===== config.mk =====
export PLATFORM = sky130hd
export DESIGN_NAME = robot_session_protocol_parser_core
export DESIGN_NICKNAME = d
export VERILOG_FILES = /design/src/hdl/rspp_pkg.sv /design/src/hdl/robot_session_protocol_parser_core.sv /design/src/hdl/rspp_in_stage.sv /design/src/hdl/rspp_engine.sv
export SDC_FILE = /design/constraint.sdc
export NUM_CORES = 1
export LEC_CHECK = 0
export CAP_MARGIN = 10
export CORE_ASPECT_RATIO = 0.7
export CORE_MARGIN = 8
export CORE_UTILIZATION = 65
export CTS_CLUSTER_SIZE = 16
export DETAILED_ROUTE_END_ITERATION = 8
export DONT_BUFFER_PORTS = 1
export PLACE_DENSITY = 0.81
export RECOVER_POWER = 100
export SETUP_SLACK_MARGIN = 0.4
export SLEW_MARGIN = 20
export SYNTH_ARGS = -nofsm -noshare
export SYNTH_HDL_FRONTEND = slang
export SYNTH_SLANG_ARGS = --single-unit

===== constraint.sdc =====
create_clock -name clock -period 7.6 [get_ports clock]
set_clock_uncertainty 0.1 [all_clocks]
set_input_delay 0.38 -clock clock [delete_from_list [all_inputs] [get_ports clock]]
set_output_delay 0.38 -clock clock [all_outputs]
set_load 0.01 [all_outputs]

===== src/hdl/rspp_pkg.sv =====
`timescale 1ns / 1ps
// Package for the robot session protocol parser: event and response codes,
// character constants, keyword tables and the structs passed between modules.
// No dependencies.
package rspp_pkg;

   localparam int LENGTH_BITS_DEF = 32;
   localparam logic [15:0] TIMEOUT_RESET = 16'd45;

   typedef enum logic [1:0] {
      OP_CONNECT = 2'd0,
      OP_BYTE    = 2'd1,
      OP_TICK    = 2'd2,
      OP_CLOSE   = 2'd3
   } op_type;

   typedef enum logic [2:0] {
      RSP_LOGIN        = 3'd0,
      RSP_PASSWORD     = 3'd1,
      RSP_OK           = 3'd2,
      RSP_BAD_CHECKSUM = 3'd3,
      RSP_LOGIN_FAILED = 3'd4,
      RSP_SYNTAX_ERROR = 3'd5,
      RSP_TIMEOUT      = 3'd6
   } resp_type;

   typedef struct packed {
      op_type     opcode;
      logic [7:0] rx_byte;
   } item_type;

   typedef struct packed {
      logic     valid;
      resp_type response;
      logic     close_after;
   } result_type;

   localparam logic [7:0] CH_TAB   = 8'h09;
   localparam logic [7:0] CH_LF    = 8'h0A;
   localparam logic [7:0] CH_CR    = 8'h0D;
   localparam logic [7:0] CH_SPACE = 8'h20;
   localparam logic [7:0] CH_PLUS  = 8'h2B;
   localparam logic [7:0] CH_MINUS = 8'h2D;
   localparam logic [7:0] CH_ZERO  = 8'h30;
   localparam logic [7:0] CH_NINE  = 8'h39;
   localparam logic [7:0] CH_I     = 8'h49;
   localparam logic [7:0] CH_F     = 8'h46;

   localparam logic [2:0]  PREFIX_LEN = 3'd5;
   // Password magnitude saturates just beyond the signed 32-bit range.
   localparam logic [31:0] MAG_CAP = 32'h8000_0001;
   localparam logic [31:0] MAG_MIN = 32'h8000_0000;
   localparam logic [31:0] MAG_MAX = 32'h7FFF_FFFF;

   function automatic logic [7:0] robot_char(input logic [2:0] idx);
      logic [7:0] c;
      case (idx)
         3'd0:    c = 8'h52; // R
         3'd1:    c = 8'h6F; // o
         3'd2:    c = 8'h62; // b
         3'd3:    c = 8'h6F; // o
         3'd4:    c = 8'h74; // t
         default: c = 8'h00;
      endcase
      return c;
   endfunction

   function automatic logic [7:0] info_char(input logic [1:0] idx);
      logic [7:0] c;
      case (idx)
         2'd0:    c = 8'h4E; // N
         2'd1:    c = 8'h46; // F
         2'd2:    c = 8'h4F; // O
         default: c = CH_SPACE;
      endcase
      return c;
   endfunction

   function automatic logic [7:0] foto_char(input logic [1:0] idx);
      logic [7:0] c;
      case (idx)
         2'd0:    c = 8'h4F; // O
         2'd1:    c = 8'h54; // T
         2'd2:    c = 8'h4F; // O
         default: c = CH_SPACE;
      endcase
      return c;
   endfunction

endpackage


===== src/hdl/robot_session_protocol_parser_core.sv =====
`timescale 1ns / 1ps
// Top level of the robot session protocol parser: input register, session
// engine, result register and timeout register. Depends on rspp_pkg,
// rspp_in_stage and rspp_engine.

// The parser takes one event transaction (connect, received byte, tick or peer
// close) in every clock cycle unless the response side stalls it, and answers
// with at most one response. An event is captured in the input register,
// processed by the session engine once the result register is free or being
// emptied, and its response is registered in the result register that drives
// the rsp_ port; the engine's state update is what sets that rate. A response
// that waits on rsp_ready stalls the input only once both registers are full.
// The timeout limit is written through the csr_ port, which is always ready,
// and should only be changed while no transaction is in flight.
module robot_session_protocol_parser_core #(
   parameter int LENGTH_BITS = rspp_pkg::LENGTH_BITS_DEF
) (
   input  logic        clock,
   input  logic        reset,
   input  logic        req_valid,
   output logic        req_ready,
   input  logic [1:0]  req_opcode,
   input  logic [7:0]  req_rx_byte,
   output logic        rsp_valid,
   input  logic        rsp_ready,
   output logic [2:0]  rsp_response,
   output logic        rsp_close_after,
   input  logic        csr_valid,
   output logic        csr_ready,
   input  logic [15:0] csr_timeout_limit
);

   rspp_pkg::item_type   req_item;
   rspp_pkg::item_type   item;
   rspp_pkg::result_type result;
   logic                 advance;
   logic                 fire;

   logic [15:0] timeout_limit_ff;
   logic        rsp_valid_ff, rsp_valid_in;
   logic [2:0]  rsp_response_ff;
   logic        rsp_close_ff;

   assign req_item.opcode  = rspp_pkg::op_type'(req_opcode);
   assign req_item.rx_byte = req_rx_byte;

   // The engine may run whenever the result register is free or being emptied.
   assign advance = !rsp_valid_ff || rsp_ready;

   rspp_in_stage u_in_stage (
      .clock     (clock),
      .reset     (reset),
      .req_valid (req_valid),
      .req_ready (req_ready),
      .req_item  (req_item),
      .advance   (advance),
      .fire      (fire),
      .item      (item)
   );

   rspp_engine #(
      .LENGTH_BITS (LENGTH_BITS)
   ) u_engine (
      .clock         (clock),
      .reset         (reset),
      .fire          (fire),
      .item          (item),
      .timeout_limit (timeout_limit_ff),
      .result        (result)
   );

   assign rsp_valid_in = advance ? result.valid : rsp_valid_ff;

   always_ff @(posedge clock) begin
      if (reset) begin
         rsp_valid_ff     <= 1'b0;
         timeout_limit_ff <= rspp_pkg::TIMEOUT_RESET;
      end else begin
         rsp_valid_ff <= rsp_valid_in;
         if (csr_valid) begin
            timeout_limit_ff <= csr_timeout_limit;
         end
      end
   end

   always_ff @(posedge clock) begin
      if (advance && result.valid) begin
         rsp_response_ff <= 3'(result.response);
         rsp_close_ff    <= result.close_after;
      end
   end

   assign csr_ready       = 1'b1;
   assign rsp_valid       = rsp_valid_ff;
   assign rsp_response    = rsp_response_ff;
   assign rsp_close_after = rsp_close_ff;

endmodule


===== src/hdl/rspp_in_stage.sv =====
`timescale 1ns / 1ps
// Input register of the parser: holds one accepted event until the session
// engine consumes it. Depends on rspp_pkg.
module rspp_in_stage (
   input  logic               clock,
   input  logic               reset,
   input  logic               req_valid,
   output logic               req_ready,
   input  rspp_pkg::item_type req_item,
   input  logic               advance,
   output logic               fire,
   output rspp_pkg::item_type item
);

   logic               valid_ff;
   logic               valid_in;
   rspp_pkg::item_type item_ff;

   // The slot frees up whenever its transaction moves on to the engine.
   assign req_ready = !valid_ff || advance;
   assign valid_in  = req_ready ? req_valid : valid_ff;
   assign fire      = valid_ff && advance;
   assign item      = item_ff;

   always_ff @(posedge clock) begin
      if (reset) begin
         valid_ff <= 1'b0;
      end else begin
         valid_ff <= valid_in;
      end
   end

   always_ff @(posedge clock) begin
      if (req_ready && req_valid) begin
         item_ff <= req_item;
      end
   end

endmodule


===== src/hdl/rspp_engine.sv =====
`timescale 1ns / 1ps
// Session engine: protocol state registers and the combinational update that
// turns one event into at most one response. Depends on rspp_pkg.
module rspp_engine #(
   parameter int LENGTH_BITS = rspp_pkg::LENGTH_BITS_DEF
) (
   input  logic                 clock,
   input  logic                 reset,
   input  logic                 fire,
   input  rspp_pkg::item_type   item,
   input  logic [15:0]          timeout_limit,
   output rspp_pkg::result_type result
);

   typedef enum logic [9:0] {
      PH_CLOSED    = 10'b00_0000_0001,
      PH_LOGIN     = 10'b00_0000_0010,
      PH_PASS      = 10'b00_0000_0100,
      PH_CMD       = 10'b00_0000_1000,
      PH_KW_INFO   = 10'b00_0001_0000,
      PH_INFO_LINE = 10'b00_0010_0000,
      PH_KW_FOTO   = 10'b00_0100_0000,
      PH_LENGTH    = 10'b00_1000_0000,
      PH_PAYLOAD   = 10'b01_0000_0000,
      PH_TRAILER   = 10'b10_0000_0000
   } phase_type;

   phase_type              phase_ff, phase_in;
   logic [31:0]            login_sum_ff, login_sum_in;
   logic [2:0]             prefix_idx_ff, prefix_idx_in;
   logic                   prefix_ok_ff, prefix_ok_in;
   logic                   prev_cr_ff, prev_cr_in;
   logic [31:0]            pw_value_ff, pw_value_in;
   logic                   pw_started_ff, pw_started_in;
   logic                   pw_neg_ff, pw_neg_in;
   logic                   pw_digit_ff, pw_digit_in;
   logic                   pw_end_ff, pw_end_in;
   logic [1:0]             kw_idx_ff, kw_idx_in;
   logic [LENGTH_BITS-1:0] frame_len_ff, frame_len_in;
   logic [LENGTH_BITS-1:0] bytes_left_ff, bytes_left_in;
   logic [39:0]            payload_sum_ff, payload_sum_in;
   logic [31:0]            trailer_ff, trailer_in;
   logic [1:0]             trailer_idx_ff, trailer_idx_in;
   logic [15:0]            elapsed_ff, elapsed_in;

   logic [7:0]             b;
   logic                   is_digit;
   logic                   is_space;
   logic                   line_end;
   logic [3:0]             digit_val;
   logic [35:0]            pw_product;
   logic [31:0]            pw_result;
   logic [LENGTH_BITS-1:0] len_next;
   logic [7:0]             kw_char;

   assign b         = item.rx_byte;
   assign is_digit  = (b >= rspp_pkg::CH_ZERO) && (b <= rspp_pkg::CH_NINE);
   assign is_space  = b inside {[rspp_pkg::CH_TAB:rspp_pkg::CH_CR], rspp_pkg::CH_SPACE};
   assign line_end  = prev_cr_ff && (b == rspp_pkg::CH_LF);
   assign digit_val = b[3:0];
   assign kw_char   = (phase_ff == PH_KW_INFO) ? rspp_pkg::info_char(kw_idx_ff)
                                               : rspp_pkg::foto_char(kw_idx_ff);

   // Times ten as two shifts and an add.
   assign pw_product = {1'b0, pw_value_ff, 3'b000} + {3'b000, pw_value_ff, 1'b0}
                       + {32'd0, digit_val};
   assign len_next   = (frame_len_ff << 3) + (frame_len_ff << 1)
                       + {{(LENGTH_BITS-4){1'b0}}, digit_val};

   // Signed value of the parsed password as a 32-bit pattern.
   always_comb begin
      if (!pw_digit_ff) begin
         pw_result = 32'd0;
      end else if (pw_neg_ff) begin
         pw_result = (pw_value_ff > rspp_pkg::MAG_MIN) ? rspp_pkg::MAG_MIN
                                                       : (32'd0 - pw_value_ff);
      end else begin
         pw_result = (pw_value_ff > rspp_pkg::MAG_MAX) ? rspp_pkg::MAG_MAX : pw_value_ff;
      end
   end

   always_comb begin
      phase_in       = phase_ff;
      login_sum_in   = login_sum_ff;
      prefix_idx_in  = prefix_idx_ff;
      prefix_ok_in   = prefix_ok_ff;
      prev_cr_in     = prev_cr_ff;
      pw_value_in    = pw_value_ff;
      pw_started_in  = pw_started_ff;
      pw_neg_in      = pw_neg_ff;
      pw_digit_in    = pw_digit_ff;
      pw_end_in      = pw_end_ff;
      kw_idx_in      = kw_idx_ff;
      frame_len_in   = frame_len_ff;
      bytes_left_in  = bytes_left_ff;
      payload_sum_in = payload_sum_ff;
      trailer_in     = trailer_ff;
      trailer_idx_in = trailer_idx_ff;
      elapsed_in     = elapsed_ff;
      result.valid       = 1'b0;
      result.response    = rspp_pkg::RSP_OK;
      result.close_after = 1'b0;

      if (fire) begin
         case (item.opcode)
            rspp_pkg::OP_CONNECT: begin
               phase_in      = PH_LOGIN;
               login_sum_in  = 32'd0;
               prefix_idx_in = 3'd0;
               prefix_ok_in  = 1'b1;
               prev_cr_in    = 1'b0;
               pw_value_in   = 32'd0;
               pw_started_in = 1'b0;
               pw_neg_in     = 1'b0;
               pw_digit_in   = 1'b0;
               pw_end_in     = 1'b0;
               elapsed_in    = 16'd0;
               result.valid    = 1'b1;
               result.response = rspp_pkg::RSP_LOGIN;
            end
            rspp_pkg::OP_CLOSE: begin
               phase_in = PH_CLOSED;
            end
            rspp_pkg::OP_TICK: begin
               if (phase_ff != PH_CLOSED) begin
                  if (elapsed_ff != 16'hFFFF) begin
                     elapsed_in = elapsed_ff + 16'd1;
                  end
                  if (elapsed_in > timeout_limit) begin
                     phase_in           = PH_CLOSED;
                     result.valid       = 1'b1;
                     result.response    = rspp_pkg::RSP_TIMEOUT;
                     result.close_after = 1'b1;
                  end
               end
            end
            rspp_pkg::OP_BYTE: begin
               case (phase_ff)
                  PH_LOGIN: begin
                     if (line_end) begin
                        // The CR was already added to the sum; take it out again.
                        login_sum_in    = login_sum_ff - 32'd13;
                        prefix_ok_in    = prefix_ok_ff && (prefix_idx_ff == rspp_pkg::PREFIX_LEN);
                        prev_cr_in      = 1'b0;
                        phase_in        = PH_PASS;
                        result.valid    = 1'b1;
                        result.response = rspp_pkg::RSP_PASSWORD;
                     end else begin
                        login_sum_in = login_sum_ff + {{24{b[7]}}, b};
                        if (prefix_idx_ff < rspp_pkg::PREFIX_LEN) begin
                           if (b == rspp_pkg::robot_char(prefix_idx_ff)) begin
                              prefix_idx_in = prefix_idx_ff + 3'd1;
                           end else begin
                              prefix_ok_in = 1'b0;
                           end
                        end
                        prev_cr_in = (b == rspp_pkg::CH_CR);
                     end
                  end
                  PH_PASS: begin
                     if (line_end) begin
                        prev_cr_in   = 1'b0;
                        result.valid = 1'b1;
                        if (!prefix_ok_ff || (pw_result != login_sum_ff)) begin
                           phase_in           = PH_CLOSED;
                           result.response    = rspp_pkg::RSP_LOGIN_FAILED;
                           result.close_after = 1'b1;
                        end else begin
                           phase_in        = PH_CMD;
                           result.response = rspp_pkg::RSP_OK;
                        end
                     end else begin
                        prev_cr_in = (b == rspp_pkg::CH_CR);
                        if (!pw_end_ff) begin
                           if (!pw_started_ff && is_space) begin
                              pw_started_in = 1'b0;
                           end else if (!pw_started_ff &&
                                        (b == rspp_pkg::CH_PLUS || b == rspp_pkg::CH_MINUS)) begin
                              pw_started_in = 1'b1;
                              pw_neg_in     = (b == rspp_pkg::CH_MINUS);
                           end else if (!is_digit) begin
                              pw_end_in = 1'b1;
                           end else begin
                              pw_started_in = 1'b1;
                              pw_digit_in   = 1'b1;
                              if (pw_value_ff < rspp_pkg::MAG_CAP) begin
                                 pw_value_in = (pw_product > {4'd0, rspp_pkg::MAG_MIN})
                                               ? rspp_pkg::MAG_CAP : pw_product[31:0];
                              end
                           end
                        end
                     end
                  end
                  PH_CMD: begin
                     kw_idx_in = 2'd0;
                     if (b == rspp_pkg::CH_I) begin
                        phase_in = PH_KW_INFO;
                     end else if (b == rspp_pkg::CH_F) begin
                        phase_in = PH_KW_FOTO;
                     end else begin
                        phase_in           = PH_CLOSED;
                        result.valid       = 1'b1;
                        result.response    = rspp_pkg::RSP_SYNTAX_ERROR;
                        result.close_after = 1'b1;
                     end
                  end
                  PH_KW_INFO, PH_KW_FOTO: begin
                     if (b != kw_char) begin
                        phase_in           = PH_CLOSED;
                        result.valid       = 1'b1;
                        result.response    = rspp_pkg::RSP_SYNTAX_ERROR;
                        result.close_after = 1'b1;
                     end else begin
                        kw_idx_in = kw_idx_ff + 2'd1;
                        if (kw_idx_ff == 2'd3) begin
                           prev_cr_in   = 1'b0;
                           frame_len_in = '0;
                           phase_in     = (phase_ff == PH_KW_INFO) ? PH_INFO_LINE : PH_LENGTH;
                        end
                     end
                  end
                  PH_INFO_LINE: begin
                     if (line_end) begin
                        prev_cr_in      = 1'b0;
                        phase_in        = PH_CMD;
                        result.valid    = 1'b1;
                        result.response = rspp_pkg::RSP_OK;
                     end else begin
                        prev_cr_in = (b == rspp_pkg::CH_CR);
                     end
                  end
                  PH_LENGTH: begin
                     if (is_digit) begin
                        frame_len_in = len_next;
                     end else if (b == rspp_pkg::CH_SPACE) begin
                        bytes_left_in  = frame_len_ff;
                        payload_sum_in = 40'd0;
                        trailer_in     = 32'd0;
                        trailer_idx_in = 2'd0;
                        phase_in       = (frame_len_ff == '0) ? PH_TRAILER : PH_PAYLOAD;
                     end else begin
                        phase_in           = PH_CLOSED;
                        result.valid       = 1'b1;
                        result.response    = rspp_pkg::RSP_SYNTAX_ERROR;
                        result.close_after = 1'b1;
                     end
                  end
                  PH_PAYLOAD: begin
                     payload_sum_in = payload_sum_ff + {32'd0, b};
                     bytes_left_in  = bytes_left_ff - {{(LENGTH_BITS-1){1'b0}}, 1'b1};
                     if (bytes_left_in == '0) begin
                        phase_in = PH_TRAILER;
                     end
                  end
                  PH_TRAILER: begin
                     trailer_in     = {trailer_ff[23:0], b};
                     trailer_idx_in = trailer_idx_ff + 2'd1;
                     if (trailer_idx_ff == 2'd3) begin
                        phase_in        = PH_CMD;
                        result.valid    = 1'b1;
                        result.response = (payload_sum_ff == {8'd0, trailer_in})
                                          ? rspp_pkg::RSP_OK : rspp_pkg::RSP_BAD_CHECKSUM;
                     end
                  end
                  default: begin
                     phase_in = phase_ff;
                  end
               endcase
            end
            default: begin
               phase_in = phase_ff;
            end
         endcase
      end
   end

   always_ff @(posedge clock) begin
      if (reset) begin
         phase_ff       <= PH_CLOSED;
         prefix_idx_ff  <= 3'd0;
         prefix_ok_ff   <= 1'b1;
         prev_cr_ff     <= 1'b0;
         pw_started_ff  <= 1'b0;
         pw_neg_ff      <= 1'b0;
         pw_digit_ff    <= 1'b0;
         pw_end_ff      <= 1'b0;
         kw_idx_ff      <= 2'd0;
         trailer_idx_ff <= 2'd0;
         elapsed_ff     <= 16'd0;
      end else begin
         phase_ff       <= phase_in;
         prefix_idx_ff  <= prefix_idx_in;
         prefix_ok_ff   <= prefix_ok_in;
         prev_cr_ff     <= prev_cr_in;
         pw_started_ff  <= pw_started_in;
         pw_neg_ff      <= pw_neg_in;
         pw_digit_ff    <= pw_digit_in;
         pw_end_ff      <= pw_end_in;
         kw_idx_ff      <= kw_idx_in;
         trailer_idx_ff <= trailer_idx_in;
         elapsed_ff     <= elapsed_in;
      end
   end

   always_ff @(posedge clock) begin
      login_sum_ff   <= login_sum_in;
      pw_value_ff    <= pw_value_in;
      frame_len_ff   <= frame_len_in;
      bytes_left_ff  <= bytes_left_in;
      payload_sum_ff <= payload_sum_in;
      trailer_ff     <= trailer_in;
   end

   a_close_ends_session: assert property (@(posedge clock) disable iff (reset)
      (result.valid && result.close_after) |=> (phase_ff == PH_CLOSED))
      else $error("session still open after a closing response");

   a_connect_restarts: assert property (@(posedge clock) disable iff (reset)
      (fire && item.opcode == rspp_pkg::OP_CONNECT)
      |=> (phase_ff == PH_LOGIN && login_sum_ff == 32'd0 && elapsed_ff == 16'd0))
      else $error("connect did not restart the session");

   a_prefix_bound: assert property (@(posedge clock) disable iff (reset)
      prefix_idx_ff <= rspp_pkg::PREFIX_LEN)
      else $error("login prefix index ran past the prefix");

   a_payload_nonzero: assert property (@(posedge clock) disable iff (reset)
      (phase_ff == PH_PAYLOAD) |-> (bytes_left_ff != '0))
      else $error("payload phase with no bytes left");

   a_result_needs_event: assert property (@(posedge clock) disable iff (reset)
      result.valid |-> fire)
      else $error("response raised without a transaction");

endmodule


* Word level (Yosys, flattened, before mapping)
Cells that the tools add are included.
Cells by class: $add $sub $neg 13, magnitude comparators 10, equal/unequal tests 66, mux-type cells 127, reductions and logical operators 48
Operator list (count):
- 32-bit two-way mux | 19
- 32-bit one-hot mux with 2 select lines | 4
- 10-bit two-way mux | 12
- 16-bit two-way mux | 5
- 40-bit two-way mux | 2
- 10-bit one-hot mux with 8 select lines | 1
- 40-bit one-hot mux with 2 select lines | 1
- 32-bit adder | 2
- 32-bit logical NOT | 2
- 24-bit two-way mux | 2
- 8-bit two-way mux | 6
- 24-bit one-hot mux with 2 select lines | 1
- 5-bit two-way mux | 9
- 40-bit by 8-bit adder with 40-bit output | 1
- 40-bit by 32-bit equality test with 1-bit output | 1
- 10-bit one-hot mux with 4 select lines | 1
- 35-bit by 33-bit adder with 36-bit output | 1
- 36-bit by 4-bit adder with 36-bit output | 1
- 36-bit by 32-bit > comparator with 1-bit output (second input constant) | 1
- 32-bit by 4-bit adder with 32-bit output | 1
- 32-bit by 31-bit > comparator with 1-bit output (second input constant) | 1
- 32-bit > comparator (second input constant) | 1
- 32-bit < comparator (second input constant) | 1
- 32-bit inequality test | 1
- 72 further kinds | 187
Word-level totals: register bits after elaboration 263, input port bits 31, output and inout bits 7, logic and storage cells 288

* Logic depth before layout (Yosys ltp)
Gate-level depths: netlist (run 1).
word-level depth 14, mapped depth 21, mapped depth without buffers 19

* Modules after synthesis
Synthesis (run 1) repeated with hierarchy kept, for this count alone.
Unflattened totals: cell total of the unflattened synthesis 2435, area, all modules 21560.7 um^2
Modules (own cells, without submodules):
- rspp_engine | times used 1, cells each 2356, area an instance 20434.6 um^2, sequential area each 6546.3 um^2
- robot_session_protocol_parser_core | times used 1, cells each 63, area an instance 763.2 um^2, sequential area each 460.4 um^2
- rspp_in_stage | times used 1, cells each 16, area an instance 362.8 um^2, sequential area each 320.3 um^2

* Worst setup path after synthesis (run 1)
OpenSTA, ideal clock, no wires.
path kind reg2reg, from reg u_in_stage.item_ff, in the netlist u_in_stage.item[1], to reg u_engine.bytes_left_ff[0], enable pin, setup time 0.526 ns, arrival 5.246 ns, data required time 6.974 ns, setup slack 1.728 ns, cell stages (with the launch flop) 8, path buffers 1, clock period less this slack 5.872 ns, cell sequence edfxtp_1 > inv_1 > ha_1 > and3_1 > clkbuf_1 > nor2b_1 > nand2_1 > a21oi_1
Between the ends: word-level cells in the longest chain between the ends 4, elaborated cells on any way between the ends 7, those cells by class order compare (2); eq/ne (3); reduce/logical (2)
Ends and longest elaborated chain:
- start, declared | line rspp_in_stage.sv:17 | rspp_pkg::item_type item_ff;
- start signal, assigned | line rspp_in_stage.sv:35 | item_ff <= req_item;
- 8-bit by 6-bit >= comparator with 1-bit output / 8-bit by 6-bit <= comparator with 1-bit output (equally long branches) | line rspp_engine.sv:57 | assign is_digit = (b >= rspp_pkg::CH_ZERO) && (b <= rspp_pkg::CH_NINE);
- 1-bit logical AND | line rspp_engine.sv:57
- 2-bit inequality test (no source line)
- 5-bit AND reduction (no source line) (*)
- end signal, assigned | line rspp_engine.sv:309 | bytes_left_ff <= bytes_left_in;
- end, declared | line rspp_engine.sv:40 | logic [LENGTH_BITS-1:0] bytes_left_ff, bytes_left_in;
Mark *: on every way between the ends. The rest lies on a longest branch, timed or not. A chain may end at the register's enable or synchronous reset.

* Worst setup path after layout (run 1)
from reg u_engine.bytes_left_ff[0], to reg u_engine.phase_ff[8]
Between the ends: word-level cells in the longest chain between the ends 4
Ends and longest elaborated chain:
- 32-bit by 1-bit subtractor with 32-bit output | line rspp_engine.sv:250 | bytes_left_in = bytes_left_ff - {{(LENGTH_BITS-1){1'b0}}, 1'b1};
- 32-bit logical NOT | line rspp_engine.sv:251 | if (bytes_left_in == '0) begin
- 3-bit by 2-bit inequality test with 1-bit output (no source line)
- 11-bit AND reduction (no source line)
- end signal, assigned | line rspp_engine.sv:291 | phase_ff <= phase_in;
- end, declared | line rspp_engine.sv:28 | phase_type phase_ff, phase_in;
No other way between the ends.

==> results.md, run 1 <==
* Result of the run: finished, violations left
* Failing checks: capacitance limit, slew limit
* Effective utilization at floorplan at approximately two thirds
* Most common cell after layout, fill and taps aside: sky130_fd_sc_hd__nor2_1
* Antenna fix cells at 0
* Internal power of the cells at ~2.5 mW
* CP top delay family: simple AND/OR/NAND/NOR gates
* Die area at between 0.03 and 0.04 mm²
* Post-layout minimum cycle time at between 6 and 7 ns
* Switching power at ~830 µW
* Leading post-synthesis cells by cell area: sky130_fd_sc_hd__edfxtp_1 28%, sky130_fd_sc_hd__ha_1 12%, sky130_fd_sc_hd__dfxtp_1 5.3%
* Hold Startpoint: reset
* I/O pin count at 38
* Max Transition Viols Final at about 260
* Antenna-violating nets left at 0
* Setup TNS at 0 ns
* Worst reg-to-reg path cell count at 11
* Post-synthesis cell type with the largest combined area: sky130_fd_sc_hd__edfxtp_1
* Unrepaired setup endpoints after global routing: no
* Via count at between 15k and 20k
* Type of the worst setup path: flop to flop
* CP endpoint kind: flop
* # placed instances at between 2k and 3k
* TritonCTS buffer count at 27
* CP cell instances: nor3_1, nor3b_1, nand3_1, or3_1, or4_1, or4_1, xnor2_1, a2111oi_0, o31ai_1, or4b_1, a21oi_1
* Final Non-Filler Cells at 2895
* Cells after synthesis at approximately 2.5k
* Setup-violating endpoint count in the final report at 0
* Clock slew at the register clock pins of the worst setup and hold paths at 0.06 ns
* Setup bufs post-CTS at 0
* Leakage power at roughly 9.4 nW
* Global Route Usage Sum at between 20% and 30%
* Sequential group share of total power at about 48%
* CTS sink count at around 260
* Transition at the pin with the smallest max-transition slack at approximately 4.4 ns
* Port Buf Inserts at 0
* Total nets after synthesis at around 2.7k
* Synthesized area per cell at between 8 and 9 µm²
* Largest stage delay on the critical path at 1.20 ns
* Arrival time at the worst endpoint at about 7 ns
* Final critical-path share of the clock period at between 80% and 90%
* Pin count of the biggest net entering global routing at approximately 100
* Mapped cell area at 0.0217 mm²
* Post-place instance area at roughly 0.022 mm²
* Sort of element at the start of the critical path: flop
* Number of antenna violations at the first check in global routing at 2
* Overall routed net length at about 60 mm
* Worst path slowest cell: sky130_fd_sc_hd__a2111oi_0
* Worst hold endpoint: u_engine.prev_cr_ff
* Routed wire length per instance at between 20 and 25 µm
* Remaining Overflow, GRT at 0
* Distinct cell type count of the synthesized netlist at 89
* Slew headroom at -195%
* Die width at 234 µm
* Capture instance of the worst register-to-register path: u_engine.phase_ff[8]
* Count of buffering cells on the critical path with inverters included at 0
* Synthesized flop and latch total at 263
* Average via count per standard cell at about 6.8
* Max Fclk at between 0.15 and 0.2 GHz
* H-tree levels at 1
* HPWL after detailed placement at 43.5 mm
* Number of global-route vias before repair at 18.5k
* Number of remaining DRC errors at 0
* Post-synth top area share at between 20% and 30%
* Type of the tightest min-delay check: input port to flop
* Warnings from Yosys at 0
* Clk_lat worst skew at 0.57 ns
* Core Box Area at 0.0332 mm²
* Total of max-cap violations at 6
* Clock group share of total power at between 40% and 50%
* Main flop type after synthesis: sky130_fd_sc_hd__edfxtp_1
* Area used by multi-input combinational logic at ~0.014 mm²
* Slack of the worst reg-to-reg path at 1.17 ns
* Number of fill cells at 2505
* Fraction of the yosys area taken by sequential cells at between 30% and 40%
* Share of power burned in combinational logic at between 10% and 20%
* Number of search-and-repair iterations in the first detailed-routing pass at 6
* Number of buffers on the longest clock path at 3
* Fin. Hold Viols at 0
* Number of nets in the layout at roughly 2.7k
* Count of routing violations after the opening detailed-route iteration at around 2.5k
* Standard-cell rows at 56
* Fin area at 0.0232 mm²
* First-pass GRT wire length at about 97 mm
* Final Total Pwr at ~3.3 mW
* Sequential cell area at 0.00733 mm²
* Fraction of layout cells with a size suffix above 1 at under 10%
* Critical Path RT at between 7 and 8 ns
* PD cells at around 140 mW/mm²
* Die H at 169 µm
* Fraction of synthesis flops using an asynchronous set or reset pin at 0%
* Worst hold path depth at 2
* Largest fanout on the critical path at 17
* Master cell of the clock root buffer: sky130_fd_sc_hd__clkbuf_16
* Gpl congestion at 0.970
* Launch point of the worst reg-to-reg path: u_engine.bytes_left_ff[0]
* Sw frac at around 25%
* Maximum VDD drop at between 0.1 and 0.15 mV
* Syn-to-layout area delta at 7.05%
* TritonCTS clock tree: built
* Number of flops mapped to enable cells by yosys at between 200 and 250
* Leading cell types in the layout, fill and taps excluded: 226 x sky130_fd_sc_hd__nor2_1, 207 x sky130_fd_sc_hd__ha_1, 206 x sky130_fd_sc_hd__edfxtp_1, 191 x sky130_fd_sc_hd__nand2_1, 149 x sky130_fd_sc_hd__a21oi_1
* Most common cell type on the critical path: sky130_fd_sc_hd__or4_1
[Yosys cell counts, types with 25 or more instances]
cell type	n
sky130_fd_sc_hd__a21o_1	44
sky130_fd_sc_hd__a21oi_1	151
sky130_fd_sc_hd__and2_1	47
sky130_fd_sc_hd__and3_1	31
sky130_fd_sc_hd__clkbuf_1	91
sky130_fd_sc_hd__dfxtp_1	57
sky130_fd_sc_hd__edfxtp_1	206
sky130_fd_sc_hd__ha_1	208
sky130_fd_sc_hd__inv_1	83
sky130_fd_sc_hd__mux2i_1	25
sky130_fd_sc_hd__nand2_1	191
sky130_fd_sc_hd__nand2b_1	44
sky130_fd_sc_hd__nand3_1	74
sky130_fd_sc_hd__nand4_1	42
sky130_fd_sc_hd__nor2_1	226
sky130_fd_sc_hd__nor2b_1	29
sky130_fd_sc_hd__nor3_1	85
sky130_fd_sc_hd__nor3b_1	30
sky130_fd_sc_hd__nor4_1	56
sky130_fd_sc_hd__o21a_1	28
sky130_fd_sc_hd__o21ai_0	139
sky130_fd_sc_hd__or3_1	45
sky130_fd_sc_hd__or4_1	27
sky130_fd_sc_hd__xnor2_1	114
sky130_fd_sc_hd__xor2_1	75
[repair_timing]
action / in CTS / in global routing
setup endpoints to repair: 0 / 0
hold buffers: 42 / 0
endpoints found under the hold margin: 63 / 0
gates resized for setup: 0 / 0
[how the worst max path moves through the flow]
stage,from,endpoint,cells past startpoint
2_1_floorplan,u_in_stage.item[1],u_engine.bytes_left_ff[0],7
3_3_place_gp,u_in_stage.item[2],u_engine.login_sum_ff[30],17
4_1_cts,u_in_stage.item[6],u_engine.login_sum_ff[30],14
6_report,u_engine.bytes_left_ff[0],u_engine.phase_ff[8],11
3_5_place_dp,u_in_stage.item[6],u_engine.login_sum_ff[30],14
5_1_grt,u_in_stage.item[0],u_engine.pw_value_ff[25],7
[power by group through the flow]
stage / clock network, mW / registers [mW] / logic (mW)
after detailed placement: 0 / 1.62 / 0.309
after global placement: 0 / 1.62 / 0.299
after floorplan: 0 / 1.60 / 0.253
after CTS: 1.36 / 1.59 / 0.339
final: 1.35 / 1.59 / 0.349
after global routing: 1.42 / 1.59 / 0.383
[area by class of cell]
type / instances / area share, %
multi-input cells: 2007 / 58.8
flip-flops and latches: 263 / 31.5
clock buffers: 41 / 3.58
clock inverters: 9 / 0.248
repair buffers: 57 / 2.21
inverters: 83 / 1.34
well taps: 435 / 2.34
[per-stage QoR]
stage | hold WS [ns] | utilization [%] | worst slack, ns
after floorplan | 0.348 | - | 1.73
after global placement | 0.351 | 66.2 | 1.92
after detailed placement | 0.351 | 66.2 | 1.57
after CTS | 0.0110 | 70.2 | 1.51
after global routing | 0.0402 | 70.0 | 0.767
final | 0.0415 | 70.0 | 1.17
[logic make-up (layout without fill, tap and decap cells)]
| kind of cell | after synthesis | count (layout) | share of synthesized area, % |
|---|---|---|---|
| buffers and inverters | 190 | 190 | 3.40 |
| muxes | 26 | 26 | 1.20 |
| adders and majority gates | 214 | 214 | 12.5 |
| DFF | 263 | 263 | 33.7 |
| and+or+nand+nor | 1003 | 1003 | 24.3 |
| AOI/OAI and AO/OA | 574 | 574 | 17.1 |
| xor gates and xnor gates | 189 | 189 | 7.62 |
| other | 1 | 1 | 0.0173 |
[routing by layer]
| layer | share of wire [%] | GRT usage [%] | vias to the layer above |
|---|---|---|---|
| met5 | 0.035 | 0 | - |
| met4 | 2.3 | 6.70 | 4 |
| met3 | 8.5 | 4.77 | 148 |
| met2 | 45 | 47.1 | 935 |
| met1 | 44 | 42.2 | 9387 |
| li1 | - | - | 9123 |
[sequential cells by signal, summed over array words and instances (netlist names), 2 cells and up]
name	flops
timeout_limit_ff	16
rsp_response	3
u_engine.kw_idx_ff	2
u_engine.pw_value_ff	32
u_engine.bytes_left_ff	32
u_engine.elapsed_ff	16
u_engine.prefix_idx_ff	3
u_engine.phase_ff	10
u_engine.trailer_ff	24
u_engine.payload_sum_ff	40
u_engine.login_sum_ff	32
u_in_stage.item	10
u_engine.trailer_idx_ff	2
u_engine.frame_len_ff	32
Power figures use the tool's default switching activity.
==> run 2: changes to the inputs <==
--- a/config.mk
+++ b/config.mk
@@ -8,11 +8,11 @@
 export CAP_MARGIN = 10
 export CORE_ASPECT_RATIO = 0.7
 export CORE_MARGIN = 8
-export CORE_UTILIZATION = 65
+export CORE_UTILIZATION = 60
 export CTS_CLUSTER_SIZE = 16
 export DETAILED_ROUTE_END_ITERATION = 8
 export DONT_BUFFER_PORTS = 1
-export PLACE_DENSITY = 0.81
+export PLACE_DENSITY = 0.79
 export RECOVER_POWER = 100
 export SETUP_SLACK_MARGIN = 0.4
 export SLEW_MARGIN = 20
==> constraint.sdc (replaced) <==
create_clock -name clock -period 5.7 [get_ports clock]
set_clock_uncertainty 0.1 [all_clocks]
set_input_delay 0.285 -clock clock [delete_from_list [all_inputs] [get_ports clock]]
set_output_delay 0.285 -clock clock [all_outputs]
set_load 0.01 [all_outputs]
==> run 2 against run 1 <==
- the flow still finishes with violations (capacitance limit, slew limit)
- cell area increased by 1.0%
- via count increased by 0.29%
- maximum frequency increased by 23%
- largest cell class unchanged
- total power increased by 35%
==> results.md, run 2 (synthesis results as in run 1) <==
* Result of the run: finished, violations left (unchanged)
* Failing checks: capacitance limit, slew limit (unchanged)
* Effective utilization at floorplan at 60.7% (was 65.4%)
* Post-layout minimum cycle time at 5.23 ns (was 6.43 ns)
* Final critical-path share of the clock period at 91.8% (was 84.6%)
* Max Transition Viols Final at 191 (was 261)
* Number of antenna violations at the first check in global routing at 7 (was 2)
* Port Buf Inserts at 0 (unchanged)
* Number of global-route vias before repair at 18.1k (was 18.5k)
* Setup slack at placement at 0.364 ns (was 1.57 ns)
* Endpoint of the most critical setup path: u_engine.phase_ff[8] (unchanged)
* Launch point of the worst reg-to-reg path: u_engine.elapsed_ff[5] (was u_engine.bytes_left_ff[0])
* Share of the core filled with cells in the final layout at 65.7% (was 70.0%)
* Setup crit start: u_engine.elapsed_ff[5] (was u_engine.bytes_left_ff[0])
* CP endpoint kind: flop (unchanged)
* Worst setup slack after layout at 0.470 ns (was 1.17 ns)
* Clock slew at the register clock pins of the worst setup and hold paths at 0.07 ns (was 0.06 ns)
* Syn-to-layout area delta at 8.17% (was 7.05%)
* Pin count of the biggest net entering global routing at 73 (was 101)
* Die H at 175 µm (was 169 µm)
* Slew headroom at -68.1% (was -195%)
* Critical Path RT at 6.05 ns (was 7.99 ns)
* Die area at 0.0426 mm² (was 0.0396 mm²)
* Max Fclk at 0.191 GHz (was 0.156 GHz)
* Arrival time at the worst endpoint at 5.58 ns (was 6.82 ns)
* Transition at the pin with the smallest max-transition slack at 2.52 ns (was 4.38 ns)
* Maximum VDD drop at 0.189 mV (was 0.134 mV)
* I/O pin count at 38 (unchanged)
* Die width at 243 µm (was 234 µm)
* Largest register by flop count: u_engine.payload_sum_ff (unchanged)
* Leakage power at 9.47 nW (was 9.37 nW)
* Master cell of the clock root buffer: sky130_fd_sc_hd__clkbuf_16 (unchanged)
* Number of nets in the layout at 2703 (was 2684)
* Largest register FFs at 40 (unchanged)
* Worst reg-to-reg path cell count at 19 (was 11)
* TritonCTS clock tree: built (unchanged)
* Remaining Overflow, GRT at 0 (unchanged)
* Routed wire length per instance at 20.6 µm (was 20.8 µm)
* TritonCTS buffer count at 27 (unchanged)
* Gpl congestion at 0.920 (was 0.970)
* CTS sink count at 263 (unchanged)
* Total of max-cap violations at 5 (was 6)
* HPWL after detailed placement at 44.2 mm (was 43.5 mm)
* Final worst hold slack at 0.287 ns (was 0.0415 ns)
* Type of the worst setup path: flop to flop (unchanged)
* Core Box Area at 0.0358 mm² (was 0.0332 mm²)
* Average via count per standard cell at 6.64 (was 6.77)
* Global Route Usage Sum at 27.2% (was 29.7%)
* Number of remaining DRC errors at 0 (unchanged)
* Slack of the worst reg-to-reg path at 0.47 ns (was 1.17 ns)
* Setup TNS at 0 ns (unchanged)
* Sort of element at the start of the critical path: flop (unchanged)
* Fin. Hold Viols at 0 (unchanged)
* Standard-cell rows at 58 (was 56)
* Count of routing violations after the opening detailed-route iteration at 2391 (was 2452)
* Worst hold path depth at 1 (was 2)
* Largest fanout on the critical path at 17 (unchanged)
* Clk_lat worst skew at 0.57 ns (about the same)
* First-pass GRT wire length at 96.9 mm (was 96.8 mm)
* Number of buffers on the longest clock path at 3 (unchanged)
* Antenna-violating nets left at 0 (unchanged)
* Setup-violating endpoint count in the final report at 0 (unchanged)
* Overall routed net length at 60.9 mm (was 60.2 mm)
* Number of search-and-repair iterations in the first detailed-routing pass at 8 (was 6)
* Via count at 19.7k (was 19.6k)
* Most common cell after layout, fill and taps aside: sky130_fd_sc_hd__nor2_1 (unchanged)
* Leading cell types in the layout, fill and taps excluded: 226 x sky130_fd_sc_hd__nor2_1, 207 x sky130_fd_sc_hd__ha_1, 206 x sky130_fd_sc_hd__edfxtp_1, 191 x sky130_fd_sc_hd__nand2_1, 150 x sky130_fd_sc_hd__a21oi_1 (was 226 x sky130_fd_sc_hd__nor2_1, 207 x sky130_fd_sc_hd__ha_1, 206 x sky130_fd_sc_hd__edfxtp_1, 191 x sky130_fd_sc_hd__nand2_1, 149 x sky130_fd_sc_hd__a21oi_1)
* Type of the tightest min-delay check: input port to flop (unchanged)
* Unrepaired setup endpoints after global routing: no (unchanged)
* Final Total Pwr at 4.43 mW (was 3.29 mW)
* PD cells at 189 mW/mm² (was 142 mW/mm²)
* Capture instance of the worst register-to-register path: u_engine.phase_ff[8] (unchanged)
* H-tree levels at 1 (unchanged)
* Fraction of layout cells with a size suffix above 1 at 4.32% (was 3.66%)
run 2: worst min path at each step:
| stage | from | end |
|---|---|---|
| 2_1_floorplan | req_rx_byte[0] | u_in_stage.item[0] |
| 3_3_place_gp | reset | u_engine.pw_neg_ff |
| 3_5_place_dp | reset | u_engine.pw_neg_ff |
| 4_1_cts | req_valid | u_in_stage.item[5] |
| 5_1_grt | req_opcode[1] | u_in_stage.item[9] |
| 6_report | req_opcode[1] | u_in_stage.item[9] |
run 2: layer usage:
layer  global-route usage [%]  vias up  share of wire [%]
met5                        0        -               0.11
met4                     6.23       10                2.4
met3                     5.40      137                 11
met2                     39.5     1048                 42
met1                     41.0     9281                 45
li1                         -     9177                  -
run 2: cell type report:
| type | count | area (µm²) |
|---|---|---|
| clock buffers | 40 | 754 |
| inverters | 83 | 312 |
| clock inverters | 10 | 135 |
| fillers | 2785 | 12300 |
| flip-flops and latches | 263 | 7330 |
| repair buffers | 76 | 644 |
| well taps | 480 | 601 |
| diodes | 2 | 5.00 |
| multi-input cells | 2007 | 13700 |
run 2: report_power, final:
group	switching [mW]	internal, mW
Sequential	0.0387	2.08
Clock	0.779	1.05
Combinational	0.285	0.198
Total	1.10	3.33
run 2: repair_timing:
| item | CTS | global route |
|---|---|---|
| endpoints found under the hold margin | 63 | 0 |
| setup endpoints to repair | 1 | 47 |
| hold buffers | 46 | 0 |
| buffers inserted | 0 | 3 |
| pin swaps | 0 | 4 |
| resized for setup | 1 | 12 |
run 2: stage by stage:
stage / area [µm²] / cells
final: 23500 / 2961
after global routing: 23500 / 2961
after CTS: 23500 / 2955
after detailed placement: 22200 / 2859
after global placement: 22100 / 2858
after floorplan: 21700 / 2460
run 2: critical path: stages (launching register included):
cell	delay [ns]
sky130_fd_sc_hd__dfxtp_1	0.43
sky130_fd_sc_hd__nand2_1	0.18
sky130_fd_sc_hd__nor4_4	0.33
sky130_fd_sc_hd__and3_1	0.29
sky130_fd_sc_hd__nand3_1	0.13
sky130_fd_sc_hd__and4_1	0.27
sky130_fd_sc_hd__and3_1	0.26
sky130_fd_sc_hd__and3_1	0.26
sky130_fd_sc_hd__and3_1	0.24
sky130_fd_sc_hd__xor2_1	0.17
sky130_fd_sc_hd__ha_1	0.31
sky130_fd_sc_hd__a21o_1	0.12
sky130_fd_sc_hd__a21o_1	0.11
sky130_fd_sc_hd__a21oi_1	0.06
sky130_fd_sc_hd__o21ai_0	0.19
sky130_fd_sc_hd__o21ai_2	0.13
sky130_fd_sc_hd__a221oi_1	0.53
sky130_fd_sc_hd__o31ai_4	0.31
sky130_fd_sc_hd__or4b_1	0.54
sky130_fd_sc_hd__a21oi_1	0.14
